[src/cau_pkg.sv]
// Shared types, constants and saturation helper for the complex arithmetic unit.
`default_nettype none
package cau_pkg;

    localparam int DATA_W     = 32;
    localparam int SQRT_STEPS = 32;
    localparam int PROD_W     = 2 * DATA_W;
    localparam int SUM_W      = PROD_W + 1;
    localparam int REM_W      = DATA_W + 3;

    localparam logic [DATA_W-1:0] S32_MAX = 32'h7FFF_FFFF;
    localparam logic [DATA_W-1:0] S32_MIN = 32'h8000_0000;

    typedef enum logic [2:0] {
        CMD_ADD    = 3'd0,
        CMD_SUB    = 3'd1,
        CMD_RSCALE = 3'd2,
        CMD_ISCALE = 3'd3,
        CMD_MUL    = 3'd4,
        CMD_MAG    = 3'd5
    } t_cmd;

    // One square-root lane: finished results ride along with the root state.
    typedef struct packed {
        logic              mag;
        logic [DATA_W-1:0] re;
        logic [DATA_W-1:0] im;
        logic              ovf;
        logic [PROD_W-1:0] x;
        logic [REM_W-1:0]  rem;
        logic [DATA_W-1:0] root;
    } t_lane;

    // Clamp to signed 32 bits; the top bit of the result is the overflow flag.
    function automatic logic [DATA_W:0] sat32(input logic signed [SUM_W-1:0] v);
        if (v > 65'sd2147483647) begin
            return {1'b1, S32_MAX};
        end else if (v < -65'sd2147483648) begin
            return {1'b1, S32_MIN};
        end
        return {1'b0, v[DATA_W-1:0]};
    endfunction

endpackage
`default_nettype wire

[src/cau_sqrt_step.sv]
// One restoring square-root step: one result bit per register stage.
`default_nettype none
module cau_sqrt_step import cau_pkg::*; (
    input  logic  i_clk,
    input  logic  i_rst_n,
    input  logic  i_en,
    input  logic  i_valid,
    input  t_lane i_lane,
    output logic  o_valid,
    output t_lane o_lane
);

    logic             r_valid;
    t_lane            r_lane;
    t_lane            n_lane;
    logic [REM_W-1:0] w_rem;
    logic [REM_W-1:0] w_trial;
    logic             w_ge;

    always_comb begin
        w_rem   = {i_lane.rem[REM_W-3:0], i_lane.x[PROD_W-1 -: 2]};
        w_trial = {1'b0, i_lane.root, 2'b01};
        w_ge    = (w_rem >= w_trial);
        n_lane      = i_lane;
        n_lane.x    = {i_lane.x[PROD_W-3:0], 2'b00};
        n_lane.rem  = w_ge ? (w_rem - w_trial) : w_rem;
        n_lane.root = {i_lane.root[DATA_W-2:0], w_ge};
    end

    always_ff @(posedge i_clk) begin
        if (!i_rst_n) begin
            r_valid <= 1'b0;
        end else if (i_en) begin
            r_valid <= i_valid;
        end
    end

    always_ff @(posedge i_clk) begin
        if (i_en) begin
            r_lane <= n_lane;
        end
    end

    assign o_valid = r_valid;
    assign o_lane  = r_lane;

endmodule
`default_nettype wire

[config.mk]
export PLATFORM = sky130hd
export DESIGN_NAME = cau_sqrt_step
export DESIGN_NICKNAME = d
export VERILOG_FILES = /design/src/cau_pkg.sv /design/src/cau_sqrt_step.sv
export SDC_FILE = /design/constraint.sdc
export NUM_CORES = 1
export LEC_CHECK = 0
export ABC_AREA = 1
export BUFFER_PORTS_ARGS = -buffer_cell sky130_fd_sc_hd__buf_2
export CAP_MARGIN = 25
export CORE_AREA = 2 2 153 155
export DETAILED_ROUTE_END_ITERATION = 7
export DIE_AREA = 0 0 155 157
export PLACE_DENSITY_LB_ADDON = 0.1
export REMOVE_ABC_BUFFERS = 1
export SLEW_MARGIN = 0
export SYNTH_ARGS = -nofsm -noshare
export SYNTH_HDL_FRONTEND = slang
export SYNTH_SLANG_ARGS = --single-unit
[constraint.sdc]
create_clock -name i_clk -period 4.48 [get_ports i_clk]
set_input_delay 0.896 -clock i_clk [delete_from_list [all_inputs] [get_ports i_clk]]
set_output_delay 0.896 -clock i_clk [all_outputs]
set_load 0.03 [all_outputs]
-- Yosys cells after proc, flatten, opt, wreduce, memory -nomap -nowiden
Index checks and enable logic that the tools add are counted.
- register bits after elaboration: 196
- latch bits: 0
- memory bits (writable): 0
- ROM bits: 0
- input bits: 201
- output and inout bits: 198
- word-level logic and storage cells: 11
- memories kept: 0
- $add $sub $neg: 1
- multiply operators: 0
- divide/modulo/power cells: 0
- $lt $le $gt $ge: 1
- equality and inequality tests: 0
- shifts and indexed selects: 0
- mux-type cells: 1
- bitwise operators: 0
- reductions and logical operators: 0
- operator list (cell ; number):
    $ge A35 B34 Y1 ; 1
    $mux W35 ; 1
    $sub A35 B34 Y35 ; 1

-- Longest topological paths before layout
- word-level depth: 2
- gate-level depth with buffers: 16
- gate-level depth less buffers: 15

-- Worst setup path after synthesis
Ideal clock, no wire load.
- path type: input port to flip-flop
- start point: input i_lane[14] (netlist bit)
- end point: register r_lane (netlist bit o_lane[58]) (data pin)
- library setup time: 0.253 ns
- arrival: 2.284 ns
- data required time: 4.227 ns
- slack: 1.942 ns
- stages on the path: 13
- path buffers: 1
- path through: inv_1 > ha_1 > nand2_1 > inv_2 > nand2_2 > inv_1 > a21oi_1 > nand3_2 > nand3_2 > nand2_4 > buf_4 > nand3_1 > nand2_1
- RTL lines (item ; RTL line ; RTL):
    from (decl) ; cau_sqrt_step.sv:8 ; input t_lane i_lane,
    to (signal assigned) ; cau_sqrt_step.sv:40 ; r_lane <= n_lane;
    to (decl) ; cau_sqrt_step.sv:14 ; t_lane r_lane;

==> run_results.csv <==
group,metric,value,unit
floorplanning,io_pins,399,
setup_path,worstReg2RegStart,"o_valid",
timing,hold_viol_final,0,
synthesis,synth_area_leaders,"edfxtp_1 (65%), nand2_1 (13%), inv_1 (5.3%)",
drt,routedWlPerCell,17.2,um
clock_network,cts_resized,0,
placed_design,dp.final_hpwl,21400,um
drt,route.detailed.drc,0,
layout,final_core_util,53.0,%
setup_path,ff2ff_path_depth,2,
global_routing,grt_pass1_vias,6851,
floorplanning,initial_core_util,40.0,%
setup_path,worstPathCellList,"buf_2 -> inv_1 -> ha_1 -> nand2_1 -> nor2_1 -> nand2_1 -> nor2_1 -> nand2_1 -> nand3_1 -> nor2_2 -> nand2_4 -> inv_4 -> nand2_1 -> nand2_1",
synthesis,synth_seq_area_share,65.3,%
floorplanning,die_h,157,um
placed_design,dpl_cell_area,0.0113,mm^2
timing,fin_crit_sh,63.9,%
clock_network,cts_hold_buf,0,
timing,slew_headroom,58.7,%
drt,met2_length,13800,um
synthesis,synth_mux_area_share,0,%
drt,dr.pass1.iters,5,
power,p_leak,5.85,nW
timing,finalClockSkew,0,ns
worst_hold_path,holdPathStages,2,
worst_hold_path,min-delay-start,"o_valid",
synthesis,synthAdderAreaFrac,4.73,%
clock_network,max-clock-path-buffers,2,
timing,tns,0,ns
synthesis,syn_inst,859,
clock_network,root_buffer,"clkbuf_16",
timing,worst_pin_slew,0.620,ns
synthesis,synth_edf_count,195,
drt,wl_met3,1750,um
drt,antenna_left,0,
setup_path,cp-end-kind,"flip-flop",
floorplanning,core,0.0225,mm^2
timing,rsz0062_at_grt,"false",
global_routing,grt_max_degree,105,
clock_network,cts_buffers,17,
setup_path,cp-start-kind,"input pin",
synthesis,synth_compound_area_share,2.49,%
layout,drive_gt1_share,34.2,%
layout,nNetsFinal,1502,
power,max-vdd-ir-drop,229,uV
timing,fmax,0.349,GHz
floorplanning,fp-row-count,55,
global_routing,grt.overflow.total,0,
clock_network,insertion_delay,0.43,ns
clock_network,post_cts_buffers,0,
synthesis,synthTopCellsByCount,"nand2_1 (302), edfxtp_1 (195), inv_1 (127), nor2_1 (70)",
setup_path,crit_fanout,37,
setup_path,crit_top_cell,"nand2_1",
setup_path,slowest_delay,0.34,ns
synthesis,synth_top_family_by_area,"simple AND/OR/NAND/NOR gates",
setup_path,worstPathRequired,4.67,ns
synthesis,synth_top_area_share,65.1,%
setup_path,startpoint,"i_lane[13]",
timing,period_needed,2.86,ns
worst_hold_path,hp-class,"reg2reg",
worst_hold_path,holdPathEnd,"o_valid",
global_routing,antenna_found_initial,4,
drt,drt-total-wl,27000,um
synthesis,synth.most_common_cell,"nand2_1",
synthesis,synth.distinct_cells,28,
global_routing,grt_pass1_wl,38600,um
setup_path,critPathKind,"in2reg",
setup_path,crit_arrival,3.05,ns
setup_path,slowest_stage,"ha_1",
synthesis,yosys_warnings,0,
placed_design,numPortBuffers,394,
synthesis,synth-simple-area-share,19.5,%
synthesis,post-synth-top-area-cell,"edfxtp_1",
setup_path,reg2reg_setup_slack,3.83,ns
synthesis,syn_avg_cell_area,10.5,um^2
setup_path,r2r-end,"o_valid",
clock_network,cts_tree,"yes",
drt,via_count,7147,
synthesis,netlist_area,0.00900,mm^2
timing,finalSetupViolCount,0,
clock_network,htreeDepth,4,
status,status,"complete, no violations",
clock_network,path_clk_slew,0.08,ns
drt,top_layer_used,"met4",
layout,area_delta_synth_final,32.5,%
layout,final_area,0.0119,mm^2
global_routing,track_usage,21.3,%
floorplanning,dieArea,0.0243,mm^2
synthesis,synth-main-ff-cell,"edfxtp_1",
floorplanning,fp.dieW,155,um
synthesis,async_reset_ff_share,0,%
timing,slew_violations,0,
synthesis,synthXorXnorAreaFrac,1.75,%
synthesis,synth-seq-cells,196,
drt,wl_met1,10800,um
flow_run,cap_violations,0,
clock_network,clock_sinks,196,
placed_design,routabilityCongestion,0.909,
drt,viasPerCell,4.56,
power,power_density,410,mW/mm^2
drt,drt_iter0_markers,408,
-- power by group --
part	internal [W]	total (W)	switching [W]
combinational	0.000311	0.00107	0.000763
clock	0.000760	0.00156	0.000799
sequential	0.00221	0.00225	0.0000361
total	0.00328	0.00488	0.00160
-- per-stage QoR --
stage	cells	setup WS (ns)	total power (W)	hold slack (ns)
floorplan	852	1.82	0.00297	0.655
finish	1569	1.62	0.00488	0.548
global placement	1533	1.12	0.00336	0.524
CTS	1564	1.58	0.00493	0.551
detailed placement	1533	1.12	0.00337	0.534
global route	1567	1.33	0.00509	0.571
-- sequential cells by signal (all words and copies together) (netlist names) --
name     flops
o_lane     195
o_valid      1
-- worst max-delay path: cells and delay by family --
family / cells / cell delay (ns)
fa+ha+maj: 1 / 0.34
buf+inv: 3 / 0.40
simple gates: 10 / 1.38
-- cell families (layout without fill, tap and decap cells) --
| family | after synthesis | count (layout) |
|---|---|---|
| XOR/XNOR | 18 | 18 |
| other | 1 | 7 |
| buffers and inverters | 137 | 556 |
| AO/OA/AOI/OAI | 40 | 40 |
| adder cells (fa/ha/maj) | 34 | 34 |
| flip-flops | 196 | 196 |
| AND/OR/NAND/NOR | 433 | 433 |
-- cells in the final DEF, fill, tap and decap left out, drive strengths merged, types with 5 or more instances in the layout --
cell    Yosys  routed
buf         8     395
a21oi      25      25
nor3        6       6
clkinv      0       8
nand2     304     304
nor2       74      74
clkbuf      0      18
edfxtp    195     195
nand3      36      36
nand3b      9       9
inv       129     135
xor2       16      16
diode       0       5
o21ai       7       7
ha         34      34
-- routing by layer --
layer / vias up / GRT usage [%]
met3: 39 / 5.62
met1: 3240 / 25.2
met4: 0 / 7.10
met5: - / 0
li1: 3615 / -
met2: 253 / 37.9
-- worst max-delay path by stage --
stage	to	slack (ns)	depth (start not counted)
after floorplan	o_lane[66]	1.82	12
after global placement	o_lane[53]	1.12	14
after detailed placement	o_lane[64]	1.12	14
after CTS	o_lane[44]	1.58	14
after global routing	o_lane[49]	1.33	14
final	o_lane[44]	1.62	14
-- final cells by class --
cell class,count,area [um^2]
sequential,196,5880
clock buffer,17,425
multi-input combinational,527,2570
tap,285,357
inverter,129,487
fill,2118,10600
timing repair buffer,396,2010
clock inverter,14,185
antenna,5,12.5
Power figures use the tool's default switching activity.
